### config.mk
export PLATFORM = sky130hd
export DESIGN_NAME = rgb24_to_yuyv_converter
export DESIGN_NICKNAME = d
export VERILOG_FILES = /design/src/sv/rgbyuv_pkg.sv /design/src/sv/rgbyuv_front.sv /design/src/sv/rgbyuv_queue.sv /design/src/sv/rgbyuv_back.sv /design/src/sv/rgb24_to_yuyv_converter.sv
export SDC_FILE = /design/constraint.sdc
export NUM_CORES = 1
export LEC_CHECK = 0
export ABC_AREA = 0
export BUFFER_PORTS_ARGS = -buffer_cell sky130_fd_sc_hd__buf_2
export CORE_MARGIN = 10
export CORE_UTILIZATION = 47
export CTS_BUF_LIST = sky130_fd_sc_hd__clkbuf_8
export CTS_CLUSTER_DIAMETER = 60
export DETAILED_ROUTE_END_ITERATION = 8
export PLACE_DENSITY_LB_ADDON = 0.08
export REMOVE_ABC_BUFFERS = 1
export SLEW_MARGIN = 5
export SYNTH_ARGS = -nofsm -noshare
export SYNTH_HDL_FRONTEND = slang
export SYNTH_SLANG_ARGS = --single-unit
### constraint.sdc
create_clock -name clk -period 22.2 [get_ports clk]
set_input_delay 4.44 -clock clk [delete_from_list [all_inputs] [get_ports clk]]
set_output_delay 4.44 -clock clk [all_outputs]
set_load 0.01 [all_outputs]
### src/sv/rgbyuv_pkg.sv
// Package for the RGB24 to YUYV converter: shared widths, the pixel and
// pair item types, and the conversion coefficients. No dependencies.
`timescale 1ns / 1ps

package rgbyuv_pkg;

    // Largest row the column counter has to cover
    localparam int MAX_WIDTH   = 4096;
    localparam int COL_W       = $clog2(MAX_WIDTH);
    localparam int ROW_WIDTH_W = 13;
    localparam logic [ROW_WIDTH_W-1:0] ROW_WIDTH_RESET = 13'd640;

    // Luma coefficients
    localparam logic [16:0] KY_R = 17'd66;
    localparam logic [16:0] KY_G = 17'd129;
    localparam logic [16:0] KY_B = 17'd25;
    localparam logic [16:0] Y_ROUND = 17'd128;
    localparam logic [7:0]  Y_OFFSET = 8'd16;

    // Chroma coefficients (magnitudes; signs applied in the datapath)
    localparam logic signed [17:0] KU_R = 18'sd38;
    localparam logic signed [17:0] KU_G = 18'sd74;
    localparam logic signed [17:0] KU_B = 18'sd112;
    localparam logic signed [17:0] KV_R = 18'sd112;
    localparam logic signed [17:0] KV_G = 18'sd94;
    localparam logic signed [17:0] KV_B = 18'sd18;
    localparam logic signed [17:0] C_ROUND = 18'sd256;
    localparam logic [7:0]         C_OFFSET = 8'd128;

    typedef struct packed {
        logic [7:0] red;
        logic [7:0] green;
        logic [7:0] blue;
    } pixel_t;

    // One macropixel job: a lone tail pixel is sent with both halves equal
    typedef struct packed {
        pixel_t first;
        pixel_t second;
        logic   end_of_row;
    } pair_item_t;

endpackage

### src/sv/rgbyuv_front.sv
// Front end of the converter: takes pixels, tracks the row position, holds
// the first pixel of each pair and issues pair jobs. Uses rgbyuv_pkg.
`timescale 1ns / 1ps

module rgbyuv_front (
    input  logic                                clk,
    input  logic                                rst_n,
    // configuration
    input  logic                                cfg_valid,
    output logic                                cfg_ready,
    input  logic [rgbyuv_pkg::ROW_WIDTH_W-1:0]  cfg_data,
    // incoming pixels
    input  logic                                pix_valid,
    output logic                                pix_ready,
    input  rgbyuv_pkg::pixel_t                  pix,
    // pair jobs toward the queue
    output logic                                job_valid,
    input  logic                                job_ready,
    output rgbyuv_pkg::pair_item_t              job
);
    import rgbyuv_pkg::*;

    logic [ROW_WIDTH_W-1:0] row_width_reg;
    pixel_t                 held_reg, held_next;
    logic [COL_W-1:0]       col_reg, col_next;
    logic                   half_reg, half_next;
    logic [COL_W-1:0]       last_col;
    logic                   at_last;
    logic                   take;

    assign cfg_ready = 1'b1;

    // Row width register
    always_ff @(posedge clk or negedge rst_n)
    begin
        if (!rst_n)
        begin
            row_width_reg <= ROW_WIDTH_RESET;
        end
        else if (cfg_valid)
        begin
            row_width_reg <= cfg_data;
        end
    end

    // Last column: zero width acts as one, oversize clamps to the maximum
    always_comb
    begin
        if (row_width_reg == '0)
        begin
            last_col = '0;
        end
        else if (row_width_reg > ROW_WIDTH_W'(MAX_WIDTH))
        begin
            last_col = COL_W'(MAX_WIDTH - 1);
        end
        else
        begin
            last_col = COL_W'(row_width_reg - 1'b1);
        end
    end

    assign at_last   = (col_reg >= last_col);
    assign pix_ready = job_ready;
    assign take      = pix_valid && pix_ready;

    // Classify the pixel: held first half, lone tail, or pair completion
    always_comb
    begin
        held_next  = held_reg;
        col_next   = col_reg;
        half_next  = half_reg;
        job_valid  = 1'b0;
        job.first  = held_reg;
        job.second = pix;
        job.end_of_row = at_last;
        if (take)
        begin
            if (!half_reg)
            begin
                if (at_last)
                begin
                    job_valid = 1'b1;
                    job.first = pix;
                    col_next  = '0;
                end
                else
                begin
                    held_next = pix;
                    half_next = 1'b1;
                    col_next  = col_reg + 1'b1;
                end
            end
            else
            begin
                job_valid = 1'b1;
                half_next = 1'b0;
                col_next  = at_last ? '0 : col_reg + 1'b1;
            end
        end
    end

    // Position state
    always_ff @(posedge clk or negedge rst_n)
    begin
        if (!rst_n)
        begin
            held_reg <= '0;
            col_reg  <= '0;
            half_reg <= 1'b0;
        end
        else
        begin
            held_reg <= held_next;
            col_reg  <= col_next;
            half_reg <= half_next;
        end
    end

endmodule

### src/sv/rgbyuv_queue.sv
// Two-entry queue of pair jobs between the front end and the datapath.
// Uses rgbyuv_pkg for the job type.
`timescale 1ns / 1ps

module rgbyuv_queue (
    input  logic                    clk,
    input  logic                    rst_n,
    input  logic                    wr_valid,
    output logic                    wr_ready,
    input  rgbyuv_pkg::pair_item_t  wr_item,
    output logic                    rd_valid,
    input  logic                    rd_ready,
    output rgbyuv_pkg::pair_item_t  rd_item
);
    import rgbyuv_pkg::*;

    pair_item_t  slot_reg [2];
    logic        wr_ptr_reg;
    logic        rd_ptr_reg;
    logic [1:0]  count_reg;
    logic        push;
    logic        pop;

    assign wr_ready = (count_reg != 2'd2);
    assign rd_valid = (count_reg != 2'd0);
    assign rd_item  = slot_reg[rd_ptr_reg];
    assign push     = wr_valid && wr_ready;
    assign pop      = rd_valid && rd_ready;

    // Storage
    always_ff @(posedge clk)
    begin
        if (push)
        begin
            slot_reg[wr_ptr_reg] <= wr_item;
        end
    end

    // Pointers and fill count
    always_ff @(posedge clk or negedge rst_n)
    begin
        if (!rst_n)
        begin
            wr_ptr_reg <= 1'b0;
            rd_ptr_reg <= 1'b0;
            count_reg  <= 2'd0;
        end
        else
        begin
            if (push)
            begin
                wr_ptr_reg <= ~wr_ptr_reg;
            end
            if (pop)
            begin
                rd_ptr_reg <= ~rd_ptr_reg;
            end
            count_reg <= count_reg + {1'b0, push} - {1'b0, pop};
        end
    end

endmodule

### src/sv/rgbyuv_back.sv
// Datapath of the converter: two register stages that turn a pair job into
// a YUYV macropixel, the second being the output register. Uses rgbyuv_pkg.
`timescale 1ns / 1ps

module rgbyuv_back (
    input  logic                    clk,
    input  logic                    rst_n,
    input  logic                    job_valid,
    output logic                    job_ready,
    input  rgbyuv_pkg::pair_item_t  job,
    output logic                    out_valid,
    input  logic                    out_ready,
    output logic [7:0]              y_first,
    output logic [7:0]              u_chroma,
    output logic [7:0]              y_second,
    output logic [7:0]              v_chroma,
    output logic                    end_of_row
);
    import rgbyuv_pkg::*;

    // stage 1: weighted sums
    logic                s1_valid_reg;
    logic [16:0]         y0_sum_reg, y1_sum_reg;
    logic signed [17:0]  u_sum_reg, v_sum_reg;
    logic                s1_eor_reg;
    // stage 2: output register
    logic                s2_valid_reg;
    logic [7:0]          y0_reg, y1_reg, u_reg, v_reg;
    logic                s2_eor_reg;

    logic                s1_en, s2_en;
    logic [8:0]          rs, gs, bs;
    logic signed [17:0]  rs_s, gs_s, bs_s;
    logic signed [17:0]  u_sum_next, v_sum_next;
    logic [16:0]         y0_sum_next, y1_sum_next;
    logic signed [17:0]  u_shift, v_shift;

    assign s2_en     = !s2_valid_reg || out_ready;
    assign s1_en     = !s1_valid_reg || s2_en;
    assign job_ready = s1_en;

    // Pair sums and weighted terms
    always_comb
    begin
        rs = {1'b0, job.first.red}   + {1'b0, job.second.red};
        gs = {1'b0, job.first.green} + {1'b0, job.second.green};
        bs = {1'b0, job.first.blue}  + {1'b0, job.second.blue};
        rs_s = $signed({9'd0, rs});
        gs_s = $signed({9'd0, gs});
        bs_s = $signed({9'd0, bs});
        u_sum_next = KU_B * bs_s - KU_R * rs_s - KU_G * gs_s;
        v_sum_next = KV_R * rs_s - KV_G * gs_s - KV_B * bs_s;
        y0_sum_next = KY_R * {9'd0, job.first.red} + KY_G * {9'd0, job.first.green}
                    + KY_B * {9'd0, job.first.blue};
        y1_sum_next = KY_R * {9'd0, job.second.red} + KY_G * {9'd0, job.second.green}
                    + KY_B * {9'd0, job.second.blue};
    end

    // Rounding shifts for chroma (floor shift of the pair sum)
    assign u_shift = (u_sum_reg + C_ROUND) >>> 9;
    assign v_shift = (v_sum_reg + C_ROUND) >>> 9;

    // Stage valid flags
    always_ff @(posedge clk or negedge rst_n)
    begin
        if (!rst_n)
        begin
            s1_valid_reg <= 1'b0;
            s2_valid_reg <= 1'b0;
        end
        else
        begin
            if (s1_en)
            begin
                s1_valid_reg <= job_valid;
            end
            if (s2_en)
            begin
                s2_valid_reg <= s1_valid_reg;
            end
        end
    end

    // Stage payloads
    always_ff @(posedge clk)
    begin
        if (s1_en)
        begin
            y0_sum_reg <= y0_sum_next;
            y1_sum_reg <= y1_sum_next;
            u_sum_reg  <= u_sum_next;
            v_sum_reg  <= v_sum_next;
            s1_eor_reg <= job.end_of_row;
        end
        if (s2_en)
        begin
            y0_reg     <= 8'((y0_sum_reg + Y_ROUND) >> 8) + Y_OFFSET;
            y1_reg     <= 8'((y1_sum_reg + Y_ROUND) >> 8) + Y_OFFSET;
            u_reg      <= u_shift[7:0] + C_OFFSET;
            v_reg      <= v_shift[7:0] + C_OFFSET;
            s2_eor_reg <= s1_eor_reg;
        end
    end

    assign out_valid  = s2_valid_reg;
    assign y_first    = y0_reg;
    assign u_chroma   = u_reg;
    assign y_second   = y1_reg;
    assign v_chroma   = v_reg;
    assign end_of_row = s2_eor_reg;

endmodule

### src/sv/rgb24_to_yuyv_converter.sv
// Top level of the RGB24 to YUYV 4:2:2 converter: front end, job queue and
// datapath. Depends on rgbyuv_pkg, rgbyuv_front, rgbyuv_queue, rgbyuv_back.
`timescale 1ns / 1ps

// Converts a raster stream of 8-bit RGB pixels into BT.601 studio-range
// YUYV macropixels, one macropixel per pixel pair; an odd row's last pixel
// comes out alone with its luma duplicated, and tlast marks the last
// macropixel of each row. The block takes one pixel per clock while the
// queue has room: a pixel is classified in the cycle it is accepted, and a
// finished pair goes into a two-entry queue and then through two datapath
// registers (weighted sums, then output). row_width must be written through
// the cfg channel (always ready) only while the stream is idle, which the
// block does not enforce; 0 acts as 1 and values above 4096 act as 4096.
module rgb24_to_yuyv_converter (
    input  logic        clk,
    input  logic        rst_n,
    // configuration: row_width
    input  logic        cfg_valid,
    output logic        cfg_ready,
    input  logic [12:0] cfg_data,
    // pixel input
    input  logic        s_tvalid,
    output logic        s_tready,
    input  logic [23:0] s_tdata,   // red [7:0], green [15:8], blue [23:16]
    // macropixel output
    output logic        m_tvalid,
    input  logic        m_tready,
    output logic [31:0] m_tdata,   // y_first, u_chroma, y_second, v_chroma
    output logic        m_tlast    // end_of_row
);
    import rgbyuv_pkg::*;

    pixel_t     pix;
    pair_item_t front_job;
    pair_item_t queue_job;
    logic       front_valid, front_ready;
    logic       queue_valid, queue_ready;

    assign pix.red   = s_tdata[7:0];
    assign pix.green = s_tdata[15:8];
    assign pix.blue  = s_tdata[23:16];

    rgbyuv_front u_front (
        .clk       (clk),
        .rst_n     (rst_n),
        .cfg_valid (cfg_valid),
        .cfg_ready (cfg_ready),
        .cfg_data  (cfg_data),
        .pix_valid (s_tvalid),
        .pix_ready (s_tready),
        .pix       (pix),
        .job_valid (front_valid),
        .job_ready (front_ready),
        .job       (front_job)
    );

    rgbyuv_queue u_queue (
        .clk      (clk),
        .rst_n    (rst_n),
        .wr_valid (front_valid),
        .wr_ready (front_ready),
        .wr_item  (front_job),
        .rd_valid (queue_valid),
        .rd_ready (queue_ready),
        .rd_item  (queue_job)
    );

    rgbyuv_back u_back (
        .clk        (clk),
        .rst_n      (rst_n),
        .job_valid  (queue_valid),
        .job_ready  (queue_ready),
        .job        (queue_job),
        .out_valid  (m_tvalid),
        .out_ready  (m_tready),
        .y_first    (m_tdata[7:0]),
        .u_chroma   (m_tdata[15:8]),
        .y_second   (m_tdata[23:16]),
        .v_chroma   (m_tdata[31:24]),
        .end_of_row (m_tlast)
    );

endmodule

## Word level (Yosys, flattened, before mapping)

Memory sizes are Yosys's and may differ from the RTL's.
Cells that the tools add are included.

| storage, ports and cells | value |
|---|---|
| memories | 1 |
| output and inout port bits | 36 |
| flip-flop bits (word level) | 156 |
| bits in writable memories | 98 |

| cells by class | value |
|---|---|
| $mul | 12 |
| reduce and logical (&&, ||, !) cells | 10 |
| bitwise logic cells | 4 |
| $add $sub $neg | 23 |
| multiplexer cells | 13 |
| order comparisons | 2 |
| eq/ne operators | 1 |

Memory list:

| name | words | width | read ports | clocked after Yosys merged registers in | wr ports | RTL line | RTL |
|---|---|---|---|---|---|---|---|
| u_queue.slot_reg | 2 | 49 | 1 | 0 | 1 | rgbyuv_queue.sv:17 | `pair_item_t slot_reg [2];` |

Operators with widths:

| kind | number |
|---|---|
| $mux W24 | 3 |
| $mux W12 | 3 |
| $add A17 B10 Y17 const B | 2 |
| $add A15 B16 Y16 | 2 |
| $add A16 B13 Y16 | 2 |
| $add A16 B8 Y16 const B | 2 |
| $mul A8 B8 Y16 const A | 2 |
| $mul A6 B9 Y15 const A | 2 |
| $mul A6 B8 Y14 const A | 2 |
| $add A8 B8 Y9 | 3 |
| $mul A5 B8 Y13 const A | 2 |
| $mul A3 B9 Y12 const A | 2 |
| $sub A16 B15 Y17 | 1 |
| $sub A16 B16 Y17 | 1 |
| $sub A17 B15 Y17 | 1 |
| $sub A17 B17 Y17 | 1 |
| $add A8 B5 Y8 const B | 2 |
| $add A8 B8 Y8 const B | 2 |
| $mul A5 B9 Y14 const A | 1 |
| $gt A13 B13 Y1 const B | 1 |
| $logic_not A13 Y1 | 1 |
| $mul A4 B9 Y13 const A | 1 |
| $add A12 B1 Y12 const B | 1 |
| $ge A12 B12 Y1 | 1 |
| other kinds (11) | 24 |

## Longest topological paths before layout

Gate-level depths: netlist (run 1).

| depth | value |
|---|---|
| word-level depth | 10 |
| mapped depth | 33 |

## By module

A second synthesis (run 1) with hierarchy kept.

| unflattened totals | value |
|---|---|
| cell total of the unflattened synthesis | 1739 |
| area total of the unflattened synthesis | 19513.7 µm² |

By module, submodules not included:

| module | cells an instance | area each (µm²) | instances | seq. area each (µm²) |
|---|---|---|---|---|
| rgbyuv_back | 1276 | 12637.1 | 1 | 2152.1 |
| rgbyuv_queue | 170 | 3754.9 | 1 | 3042.9 |
| rgbyuv_front | 293 | 3121.7 | 1 | 1253.7 |

## Worst setup path before layout (run 1)

Ideal clock, no wire load.

| path | value |
|---|---|
| path kind | flip-flop to flip-flop |
| from | register u_queue.rd_ptr_reg |
| to | register u_back.v_sum_reg[16] (data pin) |
| required time | 21938 ps |
| setup slack | 14235 ps |
| library setup time | 262 ps |
| stages on the path, launching flop included | 32 |
| period minus slack after synthesis | 7965 ps |
| arrival time | 7703 ps |
| cell sequence | dfrtp_1 buf_2 buf_1 buf_1 mux2_2 fa_1 a21oi_1 nor2_1 nor2_1 o21bai_1 a21oi_1 xnor2_1 fa_1 fa_1 inv_1 fa_1 inv_1 ha_1 o21ai_0 a21boi_0 o21ai_0 nand2_1 xnor2_1 fa_1 inv_1 ha_1 and3_1 a221o_1 a41oi_1 a21oi_1 a21oi_1 xor2_1 |

| on the way | value |
|---|---|
| word-level cells in the longest chain between the ends | 5 |
| elaborated cells on any way between the ends | 9 |

Ends and longest elaborated chain:

| item | RTL line | RTL |
|---|---|---|
| start, declared | rgbyuv_queue.sv:19 | `logic rd_ptr_reg;` |
| start signal, assigned | rgbyuv_queue.sv:56 | `rd_ptr_reg <= ~rd_ptr_reg;` |
| $mem_v2 Z2 W49 * | - |  |
| $add A8 B8 Y9 (on tied branches) | rgbyuv_back.sv:46, rgbyuv_back.sv:45 |  |
| $mul A6 B9 Y15 / $mul A3 B9 Y12 (equally long branches) | rgbyuv_back.sv:52 | `v_sum_next = KV_R * rs_s - KV_G * gs_s - KV_B * bs_s;` |
| $sub A16 B16 Y17 | rgbyuv_back.sv:52 |  |
| $sub A17 B15 Y17 * | rgbyuv_back.sv:52 |  |
| net u_back.v_sum_next[16] | rgbyuv_back.sv:34 | `logic signed [17:0] u_sum_next, v_sum_next;` |
| end signal, assigned | rgbyuv_back.sv:92 | `v_sum_reg <= v_sum_next;` |
| end, declared | rgbyuv_back.sv:24 | `logic signed [17:0] u_sum_reg, v_sum_reg;` |

Mark *: on every way through the listed nets, which the timed path passes. The rest lies on a longest branch.
A chain may end at the register's enable or synchronous reset.

## Worst setup path after layout (run 1)

Same ends and word-level chain as after synthesis.

==> results.md, run 1 <==
- The run finished with clean final reports.
- After global routing the overflow that remains totals 0.
- The final standard cell count with taps included and fillers excluded is 2362.
- The via count is 12000.
- The worst register-to-register path begins at u_queue.rd_ptr_reg$_DFFE_PN0P_.
- The area growth from synthesis to final layout is 9.41%.
- The number of design-rule violations left by the first detailed-router iteration is 489.
- After detailed placement, the design holds a cell count of 2288.
- The worst slack on hold paths is 418 ps.
- The number of flip-flops under the largest register name is 98.
- The endpoint identified for the worst register-to-register timing path is u_back.v_sum_reg[16]$_DFFE_PN_.
- The type of element launching the critical path is a register.
- For this run, the leading register cell type out of synthesis is sky130_fd_sc_hd__edfxtp_1.
- Clock-pin slew was measured on the worst setup and hold paths at 70 ps.
- The tool flagged a number of max-cap violations equal to 0.
- The starting density of the core is 47.9%.
- The final worst-path cycle share is 39.4%.
- Counting every sink on the clock net gives 224.
- The number of hold-slack violations in the final timing report came to 0.
- The pin count of the biggest net entering global routing is 57.
- In this run the deepest clock path goes through 3 buffers.
- The routability-driven placement congestion ratio is 0.884.
- The area of the die is 0.0493 sq mm.
- The routed wire length on met3 is 1.27 mm.
- The count of distinct cell types in the synthesized netlist is 72.
- Setup repair after global routing left no endpoint under its margin.
- The accumulated negative setup slack is 0 ps.
- The synthesized netlist occupies a cell area of 0.0192 sq mm.
- After the last flow step, the layout net total stands at 2274.
- TritonCTS built the clock tree.
- At the worst endpoint, the arrival time is 9060 ps.
- The setup violation total in the final timing report is 0.
- The half-perimeter wire length of the detailed placement result is 32.4 mm.
- Averaged over all synthesized cells, the footprint is 11.3 sq um.
- The highest layer used for signal routing is met4.
- The worst-margin pin slew is 1150 ps.
- The first detailed-routing pass ran for 5 iterations.
- The cell repeated most along the worst path is sky130_fd_sc_hd__fa_1.
- The highest clock frequency the design can meet is 0.114 GHz.
- The core footprint is 0.0400 sq mm.
- In the routed layout, each cell is associated on average with a via count of 5.07.
- The kind of critical path is register to register.
- After clock tree synthesis, the setup repair step added 0 buffers.
- The smallest clock period supported by the final layout is computed as 8740 ps.
- The class of the tightest hold or removal check is register to register.
- The clock tree skew after final layout is 31.0 ps.
- The path with the worst hold slack has its endpoint at u_back.end_of_row$_DFFE_PP_.
- The relative max-transition margin is 22.5%.
- The gate count of the mapped netlist is 1693.
- Among all stages on the critical path, the largest delay is contributed by sky130_fd_sc_hd__dfrtp_2.
- The via count of the first global-routing pass came to 12600.
- The max-slew violation total from the final report came to 0.
- The die is 222 microns tall.
- Counting flops with a built-in enable in the synthesized netlist gives 168.
- Buffers inserted to repair hold after CTS numbered 0.
- In the detailed route, the total length drawn on met2 is 19.0 mm.
- The critical path endpoint category is a register.
- The first-pass GRT wire length is 65.9 mm.
- The floorplan row count is 73.
- For flop-to-flop paths, the worst setup slack is 13460 ps.
- The antenna violation net count after detailed routing is 0.
- The detailed-route wire length is 40.0 mm.
- For this block, wires on met1 add up to 18.7 mm.
- After synthesis, flip-flops and latches occupy 33.6% of the total area.
- The post-synthesis sequential element count is 224.
- 78 I/O pins were placed.
- After filler insertion, the fill cell instance count of the layout stands at 3633.
- The die boundary width is 222 microns.
- The TritonCTS buffer count is 40.
- Global routing used 16.5% of the available tracks across all layers.
- Port buffering added 76 buffers.
- The Yosys step of the flow raised 0 warnings.
- The worst-skew pair later-pin latency is 590 ps.
- In this run the most critical hold path is launched from u_back.s1_eor_reg$_DFFE_PN_.
- In this run the worst path has a maximum fanout of 26.
- The worst stage delay on the critical path is 750 ps.
- The async set or reset register ratio after synthesis is 25.0%.
- The antenna diode instance count is 0.
- The CTS H-tree depth is 2.
- The number of stages on the worst hold path is 0.
- In the final routed layout, each cell accounts on average for 17.0 microns.
- Post-CTS repair changed the size of 0 cells.
- The initial antenna violation count is 0.
- The required time at the endpoint of the critical path is 22520 ps.
- The worst-case reg-to-reg path depth is 30.
- After detailed routing, the number of remaining DRC violations is 0.
- The buffer type at the clock tree root is sky130_fd_sc_hd__clkbuf_8.
- The fraction of final layout cells with drive strength greater than 1 is 13.9%.
[routing by layer]
layer	track usage (%)	vias up
li1	-	6017
met2	27.3	138
met1	21.7	5782
met5	0	-
met3	2.44	50
met4	5.77	0
[worst max-delay path, delay by kind of cell (launching register included)]
| family | cells | cell delay, ps |
|---|---|---|
| fa+ha+maj | 8 | 3400 |
| compound gates | 10 | 2060 |
| flops | 1 | 750 |
| xor+xnor | 3 | 620 |
| buf+inv | 4 | 610 |
| simple gates | 4 | 590 |
| mux | 1 | 430 |
[stage by stage]
step	worst slack, ps	area (sq um)	util, %
5_1_grt	12860	21000	52.5
4_1_cts	13410	21000	52.5
3_5_place_dp	13460	20200	50.5
6_report	13460	21000	52.5
3_3_place_gp	13610	20200	50.5
2_1_floorplan	13790	19100	-
[layout by cell type, fill, tap and decap left out, types with 4 or more instances in the layout]
cell                       synthesis  final
sky130_fd_sc_hd__mux2i_1          14     14
sky130_fd_sc_hd__xnor2_1          95     95
sky130_fd_sc_hd__edfxtp_1        168    168
sky130_fd_sc_hd__nand2b_1          8      8
sky130_fd_sc_hd__fa_1            123    123
sky130_fd_sc_hd__buf_2             3     76
sky130_fd_sc_hd__xor2_1           42     42
sky130_fd_sc_hd__mux2_2           74     74
sky130_fd_sc_hd__ha_1            304    304
sky130_fd_sc_hd__a22o_1            5      5
sky130_fd_sc_hd__o21ai_0          52     52
sky130_fd_sc_hd__a21oi_1          71     71
sky130_fd_sc_hd__mux2_4           20     20
sky130_fd_sc_hd__clkinv_2          0      5
sky130_fd_sc_hd__o21a_1           14     14
sky130_fd_sc_hd__nor3_1           15     15
sky130_fd_sc_hd__nand2_1          44     43
sky130_fd_sc_hd__a21o_1           28     28
sky130_fd_sc_hd__a31oi_1           6      6
sky130_fd_sc_hd__inv_1           311    325
sky130_fd_sc_hd__nand4_1           6      6
sky130_fd_sc_hd__dfrtp_1          54     53
sky130_fd_sc_hd__clkinv_1          0      6
sky130_fd_sc_hd__and3_1            8      8
sky130_fd_sc_hd__buf_4             1     11
sky130_fd_sc_hd__clkbuf_8          0     43
sky130_fd_sc_hd__nor2_1           69     68
sky130_fd_sc_hd__o21bai_1         25     25
sky130_fd_sc_hd__o31a_1            4      4
sky130_fd_sc_hd__and2_1           10      9
sky130_fd_sc_hd__nand3_1          22     22
sky130_fd_sc_hd__nor2b_1          21     21
[how the worst max path moves through the flow]
stage,from,to,depth (start not counted)
after floorplan,u_queue.rd_ptr_reg$_DFFE_PN0P_,u_back.v_sum_reg[16]$_DFFE_PN_,29
after global placement,u_queue.rd_ptr_reg$_DFFE_PN0P_,u_back.v_sum_reg[16]$_DFFE_PN_,30
after detailed placement,u_queue.rd_ptr_reg$_DFFE_PN0P_,u_back.v_sum_reg[16]$_DFFE_PN_,30
after CTS,u_queue.rd_ptr_reg$_DFFE_PN0P_,u_back.v_sum_reg[16]$_DFFE_PN_,30
after global routing,u_queue.rd_ptr_reg$_DFFE_PN0P_,u_back.v_sum_reg[16]$_DFFE_PN_,30
final,u_queue.rd_ptr_reg$_DFFE_PN0P_,u_back.v_sum_reg[16]$_DFFE_PN_,30
[logic make-up (layout without fill, tap and decap cells)]
| group | Yosys count | after routing | share of synthesized area [%] |
|---|---|---|---|
| other cells | 1 | 1 | 0.0195 |
| buf+inv | 328 | 472 | 6.61 |
| flops | 224 | 224 | 33.6 |
| simple gates | 224 | 224 | 5.71 |
| mux | 108 | 108 | 6.64 |
| compound gates | 242 | 242 | 8.38 |
| fa+ha+maj | 429 | 429 | 32.8 |
| xor+xnor | 137 | 137 | 6.26 |
[cell type report]
type                    count  area, sq um  area share (%)
inverters                 311         1170            5.56
well taps                 525          657            3.13
flip-flops and latches    224         6450            30.7
clock inverters            31          175           0.835
repair buffers             87          463            2.21
clock buffers              43          592            2.82
multi-input cells        1141        11500            54.7
[cell usage after synthesis, drive strengths merged (3+ instances only)]
cell type / n / area share, %
and2: 10 / 0.33
buf: 11 / 0.41
nand3b: 3 / 0.12
nor2: 69 / 1.4
o21a: 14 / 0.55
clkbuf: 6 / 0.12
o31a: 4 / 0.18
ha: 304 / 20
and3: 8 / 0.26
nand2b: 8 / 0.26
mux2i: 14 / 0.73
nor4: 3 / 0.098
o211ai: 3 / 0.19
xor2: 42 / 1.9
edfxtp: 168 / 26
o21bai: 25 / 0.98
xnor2: 95 / 4.3
a21o: 28 / 1.1
mux2: 94 / 5.9
a21oi: 74 / 2.0
o21ai: 56 / 1.5
a31oi: 6 / 0.20
a22o: 5 / 0.23
or4: 3 / 0.12
nor2b: 21 / 0.68
nor3: 15 / 0.39
a21boi: 4 / 0.18
fa: 123 / 13
inv: 311 / 6.1
nand2: 45 / 0.89
dfrtp: 54 / 7.0
o41ai: 3 / 0.33
nand4: 6 / 0.20
nand3: 22 / 0.57
Power of run 1 is not shown: default switching activity piles up to over one toggle a cycle in this logic, so the estimate is an artifact.
==> run 2, diff against run 1 <==
==> constraint.sdc (replaced) <==
create_clock -name clk -period 8.55 [get_ports clk]
set_input_delay 1.71 -clock clk [delete_from_list [all_inputs] [get_ports clk]]
set_output_delay 1.71 -clock clk [all_outputs]
set_load 0.01 [all_outputs]
==> results.md, run 2 (synthesized netlist as in run 1, its figures left out) <==
- The run finished with clean final reports.
- The TritonCTS buffer count is 40.
- The I/O pin total is 78.
- The most common cell after layout, fill and taps aside is sky130_fd_sc_hd__inv_1.
- The number of filler cells placed in the layout is 3595.
- The worst-margin pin slew is 1150 ps.
- The highest clock frequency the design can meet is 0.126 GHz.
- The setup violation total in the final timing report is 0.
- TritonCTS built the clock tree.
- The post-CTS setup buffer count is 0.
- The cell repeated most along the worst path is sky130_fd_sc_hd__fa_1.
- The fraction of final layout cells with drive strength greater than 1 is 14.2%.
- The via count of the first global-routing pass is 12900.
- Setup repair after global routing left no endpoint under its margin.
- Detailed routing inserted a total of 12100 vias.
- The first-pass GRT wire length is 66.3 mm.
- In the layout the commonest cells are sky130_fd_sc_hd__inv_1 (324), sky130_fd_sc_hd__ha_1 (304), sky130_fd_sc_hd__edfxtp_1 (168), sky130_fd_sc_hd__fa_1 (123), sky130_fd_sc_hd__xnor2_1 (95).
- The count of hold-fix buffers inserted at cts is 0.
- The number of hold-slack violations in the final timing report was 0.
- The finished layout holds 2367 standard cells, fillers aside.
- Before antenna repair, the detailed router went through 5 iterations.
- After layout, the minimum clock period comes to 7920 ps.
- From synthesis to final layout, the design area changed by 9.80%.
- The met1 usage in global routing is 21.7%.
- The endpoint identified for the worst register-to-register timing path is u_back.v_sum_reg[16]$_DFFE_PN_.
- The number of sinks driven by the clock tree is 224.
- Adding up every negative setup slack in the final design gives 0 ps.
- Data on the critical path is required at its endpoint by 8890 ps.
- Summed over all layers, the global routing overflow is 0.
- The register with the most flip-flops in the layout has 98 of them.
- The first routing iteration left 462 violations.
- Clock latency on the worst-skew pair, taken at its later pin, is 590 ps.
- For this run, global-route usage on met2 was measured as 27.6%.
- The area of the die is 0.0493 sq mm.
- At the end of routability-driven placement, the weighted congestion stood at 0.881.
- The initial antenna violation count is 0.
- The number of max-cap violations is 0.
- The antenna diode instance count is 0.
- The half-perimeter wire length of the detailed placement result is 33.1 mm.
- The average via count per standard cell is 5.10.
- For this configuration, the core starts out at a cell density of 47.9%.
- The layer with the highest usage is met2.
- The worst slack on hold paths is 450 ps.
- The post-placement cell count is 2296.
- The startpoint of the most critical register-to-register path is u_queue.rd_ptr_reg$_DFFE_PN0P_.
- The max-slew violation total from the final report is 0.
- The count of input and output buffers is 76.
- For the worst setup path, the data arrival time is 8260 ps.
- The detail route stage leaves a number of antenna-violating nets equal to 0.
- For this design, the slowest cell found on the critical path is sky130_fd_sc_hd__fa_1.
- The number of design rule violations left after detail routing is 0.
- The count of instances resized after the clock tree is built is 0.
- The buffer levels on the longest clock path is 3.
- The core region is 0.0400 sq mm.
- The largest fanout on the critical path is 7.
- Clock-pin slew was measured on the worst setup and hold paths at 60 ps.
- For met3 alone, demand over resource in global routing was 2.56%.
- The pin count of the biggest net entering global routing is 57.
- The routed length per placed instance is 17.1 microns.
- Across the routed clock network, the largest skew measured is 31.2 ps.
- The kind of critical path is register to register.
- The register-to-register setup slack is 630 ps.
- The floorplan step set the die width to 222 microns.
- The origin of the worst setup path is u_queue.rd_ptr_reg$_DFFE_PN0P_.
- CTS placed an instance of sky130_fd_sc_hd__clkbuf_8 at the clock tree root.
- Summed over all layers, the routed wires come to 40.5 mm.
- The CTS H-tree depth is 2.
- The class of the tightest hold or removal check is register to register.
- For the worst flop-to-flop path, the logic depth is 29.
- From bottom edge to top edge, the die measures 222 microns.
- Measured against its own limit, the worst slew margin works out to 22.9%.
- The number of nets in the layout is 2282.
- The worst setup path is captured at a register.
- The final worst-path cycle share is 92.7%.
- Cells fill 52.6% of the core in the end.
- The worst stage delay on the critical path is 540 ps.
- The worst setup path is launched from a register.
- The global-route usage over all layers is 16.7%.
- In this run the worst setup path terminates at u_back.v_sum_reg[16]$_DFFE_PN_.
- The floorplan row count is 73.
run 2: cell count changes in the layout (fill, tap and decap cells not counted):
cell	change
sky130_fd_sc_hd__buf_4	+8
sky130_fd_sc_hd__clkinv_2	-1
sky130_fd_sc_hd__inv_1	-1
sky130_fd_sc_hd__clkbuf_8	-2
sky130_fd_sc_hd__clkinvlp_4	+1
sky130_fd_sc_hd__clkinv_4	-2
sky130_fd_sc_hd__bufinv_16	+2
run 2: routing by layer:
| metal | share of wire, % | wire length, microns |
|---|---|---|
| met1 | 47 | 18900 |
| met2 | 48 | 19200 |
| met3 | 3.1 | 1240 |
| met4 | 2.7 | 1100 |
| met5 | 0 | 0 |
run 2: layout make-up:
class	count	area [sq um]	share of cell area, %
clock inverters	30	216	1.03
clock buffers	41	564	2.68
repair buffers	95	523	2.48
inverters	311	1170	5.54
multi-input cells	1141	11500	54.5
flip-flops and latches	224	6450	30.6
well taps	525	657	3.12
run 2: per-stage QoR:
step / setup slack, ps / cell area, sq um
floorplan: 145 / 19100
global placement: 723 / 20300
detailed placement: 631 / 20300
CTS: 591 / 21100
global route: 43.4 / 21100
finish: 628 / 21100
run 2: worst min-delay path by stage:
stage,start,endpoint,cells past startpoint
finish,u_back.s1_eor_reg$_DFFE_PN_,u_back.end_of_row$_DFFE_PP_,0
global route,u_back.s1_eor_reg$_DFFE_PN_,u_back.end_of_row$_DFFE_PP_,0
CTS,u_back.s1_eor_reg$_DFFE_PN_,u_back.end_of_row$_DFFE_PP_,0
detailed placement,u_back.s1_eor_reg$_DFFE_PN_,u_back.end_of_row$_DFFE_PP_,0
global placement,u_back.s1_eor_reg$_DFFE_PN_,u_back.end_of_row$_DFFE_PP_,0
floorplan,u_back.s1_eor_reg$_DFFE_PN_,u_back.end_of_row$_DFFE_PP_,0
run 2: critical path, delay by kind of cell, from the launching register on:
kind | cells | cell delay [ps]
AOI/OAI and AO/OA | 10 | 2020
muxes | 1 | 380
buffers and inverters | 3 | 140
xor gates and xnor gates | 3 | 640
and+or+nand+nor | 4 | 660
DFF | 1 | 430
adders and majority gates | 8 | 3400
Power of run 2 is left out for the same reason.
==> run 3, diff against run 2 <==
--- a/config.mk
+++ b/config.mk
@@ -6,12 +6,12 @@
 export NUM_CORES = 1
 export LEC_CHECK = 0
 export ABC_AREA = 0
-export BUFFER_PORTS_ARGS = -buffer_cell sky130_fd_sc_hd__buf_2
 export CORE_MARGIN = 10
 export CORE_UTILIZATION = 47
 export CTS_BUF_LIST = sky130_fd_sc_hd__clkbuf_8
 export CTS_CLUSTER_DIAMETER = 60
 export DETAILED_ROUTE_END_ITERATION = 8
+export DONT_BUFFER_PORTS = 1
 export PLACE_DENSITY_LB_ADDON = 0.08
 export REMOVE_ABC_BUFFERS = 1
 export SLEW_MARGIN = 5
==> results.md, run 3 (synthesized netlist as in run 1, its figures left out) <==
- The run finished with clean final reports.
- The floorplan row count is 73.
- The number of antenna diodes in the final layout is 0.
- In this run the critical register-to-register path is launched from u_queue.rd_ptr_reg$_DFFE_PN0P_.
- The CTS H-tree depth is 2.
- The kind of cell with the highest combined delay on the critical path is adder cells.
- The worst stage delay on the critical path is 540 ps.
- The startpoint identified for the worst hold timing path is u_back.s1_eor_reg$_DFFE_PN_.
- For the worst setup path, the data arrival time is 8120 ps.
- The critical register-to-register path endpoint is u_back.v_sum_reg[16]$_DFFE_PN_.
- The pin count of the biggest net entering global routing is 57.
- The kind of critical path is register to register.
- For this run, the total global-route usage over all layers was measured as 16.6%.
- The library cell used most frequently in the layout, excluding fill and tap cells, is sky130_fd_sc_hd__inv_1.
- The capture point of the worst path is u_back.v_sum_reg[16]$_DFFE_PN_.
- The worst-skew pair later-pin latency is 570 ps.
- After clock tree synthesis, the clock-pin slew on the worst setup and hold paths is 60 ps.
- The number of design rule violations left after detail routing is 0.
- The via count of the first global-routing pass is 12500.
- The number of design-rule violations left by the first detailed-router iteration is 445.
- The number of sinks driven by the clock tree is 224.
- The total overflow left after global routing is 0.
- Detailed placement ended at an HPWL of 33.1 mm.
- The routability-driven placement congestion ratio is 0.866.
- The highest layer touched by signal routing is met4.
- The register with the most flip-flops in the layout has 98 of them.
- The floorplan step set the die height to 222 microns.
- The routed wire length on met3 is 1.56 mm.
- The initial utilization of the core area, before any placement, comes to 47.9%.
- The initial antenna violation count is 0.
- In this run the clock root is driven by a sky130_fd_sc_hd__clkbuf_8.
- Counting buffers and inverters, the worst setup path is 29 cells deep.
- The max-slew violation total from the final report is 0.
- For the final database, setup skew stands at 29.5 ps.
- The highest clock frequency the design can meet is 0.128 GHz.
- The antenna violation net count after detailed routing is 0.
- The number of buffers and inverters on the critical path is 3.
- The floorplan step defined a core boundary enclosing 0.0400 sq mm.
- The register-to-register setup slack is 730 ps.
- The final worst-path cycle share is 91.5%.
- The average via count per standard cell is 5.14.
- The routed length per placed instance is 17.8 microns.
- STA puts the critical path data required time at 8850 ps.
- The worst slack on hold paths is 427 ps.
- Setup repair after global routing left no endpoint under its margin.
- Setup violations remaining at the end of the flow were counted as 0.
- The cell with the biggest individual delay on the critical path is sky130_fd_sc_hd__fa_1.
- The routed design has 40.8 mm of wire.
- The most numerous cell type found on the critical path is sky130_fd_sc_hd__fa_1.
- The tool flagged a number of max-cap violations equal to 0.
- STA classifies the critical path endpoint as a register.
- The worst setup path is launched from a register.
- The worst-margin pin slew is 1130 ps.
- After detailed routing, the wire length on met1 is 18.8 mm.
- The post-CTS setup buffer count is 0.
- The critical path starts at u_queue.rd_ptr_reg$_DFFE_PN0P_.
- The area growth from synthesis to layout is 7.34%.
- The clock passes through at most 3 buffers.
- The min-delay analysis places its worst path in the category register to register.
- The largest fanout on the critical path is 7.
- The first global-routing pass estimated 65.6 mm of wire.
- The via count is 11700.
- The amount of wire on met2 after detailed routing is 19.6 mm.
- The number of hold-slack violations in the final timing report came to 0.
- The worst pin sits at a relative slew slack of 24.1%.
- The die covers 0.0493 sq mm.
- The shortest period the worst path allows is 7820 ps.
- The I/O pin total is 78.
- Counting cells, the worst reg-to-reg path comes to 29.
- TritonCTS built the clock tree.
- Adding up every negative setup slack in the final design gives 0 ps.
- The first detailed-routing pass took 6 iterations.
- After the last flow step, the layout net total stands at 2202.
- Leaving out fill and tap cells, the most frequent cells in the layout are sky130_fd_sc_hd__inv_1 (330), sky130_fd_sc_hd__ha_1 (304), sky130_fd_sc_hd__edfxtp_1 (168), sky130_fd_sc_hd__fa_1 (123), sky130_fd_sc_hd__xnor2_1 (94).
- The TritonCTS buffer count is 38.
- The die boundary width is 222 microns.
- Buffers placed on the I/O ports in this run total 0.
- Cells with a size suffix above 1 make up 10.1% of the layout.
## run 3: cell types whose count changed in the layout (fill, tap and decap cells not counted), sizes merged
cell,before,now
bufinv,3,0
clkinv,10,6
inv,326,330
buf,95,17
clkinvlp,2,1
## run 3: routing by layer
layer  up-vias  track usage (%)
li1       5864                -
met2       130             28.1
met5         -                0
met4         0             4.24
met1      5703             21.2
met3        51             3.24
## run 3: metrics by stage
| stage | instances | setup WS [ps] | instance area [sq um] | util, % |
|---|---|---|---|---|
| final | 2285 | 729 | 20600 | 51.5 |
| after CTS | 2285 | 533 | 20600 | 51.4 |
| after floorplan | 1676 | 145 | 19100 | - |
| after global routing | 2285 | 87.6 | 20600 | 51.5 |
| after detailed placement | 2218 | 571 | 19900 | 49.7 |
| after global placement | 2218 | 703 | 19900 | 49.7 |
## run 3: how the worst min path moves through the flow
stage	slack [ps]	to	cells after the start
6_report	430	u_back.end_of_row$_DFFE_PP_	0
5_1_grt	430	u_back.end_of_row$_DFFE_PP_	0
4_1_cts	430	u_back.end_of_row$_DFFE_PP_	0
2_1_floorplan	400	u_back.end_of_row$_DFFE_PP_	0
3_5_place_dp	430	u_back.end_of_row$_DFFE_PP_	0
3_3_place_gp	430	u_back.end_of_row$_DFFE_PP_	0
## run 3: worst reg2reg max path: cells and delay by family, from the launching register on
kind,cells,cell delay (ps)
DFF,1,440
buffers and inverters,3,130
muxes,1,400
adders and majority gates,8,3400
and+or+nand+nor,4,610
AOI/OAI and AO/OA,10,2060
xor gates and xnor gates,3,520
## run 3: area by class of cell
cell class	instances	area (sq um)
Multi-Input combinational cell	1141	11500
Inverter	311	1170
Sequential cell	224	6450
Clock buffer	41	564
Tap cell	525	657
Timing Repair Buffer	17	140
Clock inverter	26	116
Fill cell	3654	19400
## run 3: timing repair
item | in CTS | in global routing
hold buffers | 0 | 0
gates resized for setup | 0 | 2
setup endpoints to repair | 0 | 1
Power of run 3 is left out for the same reason.
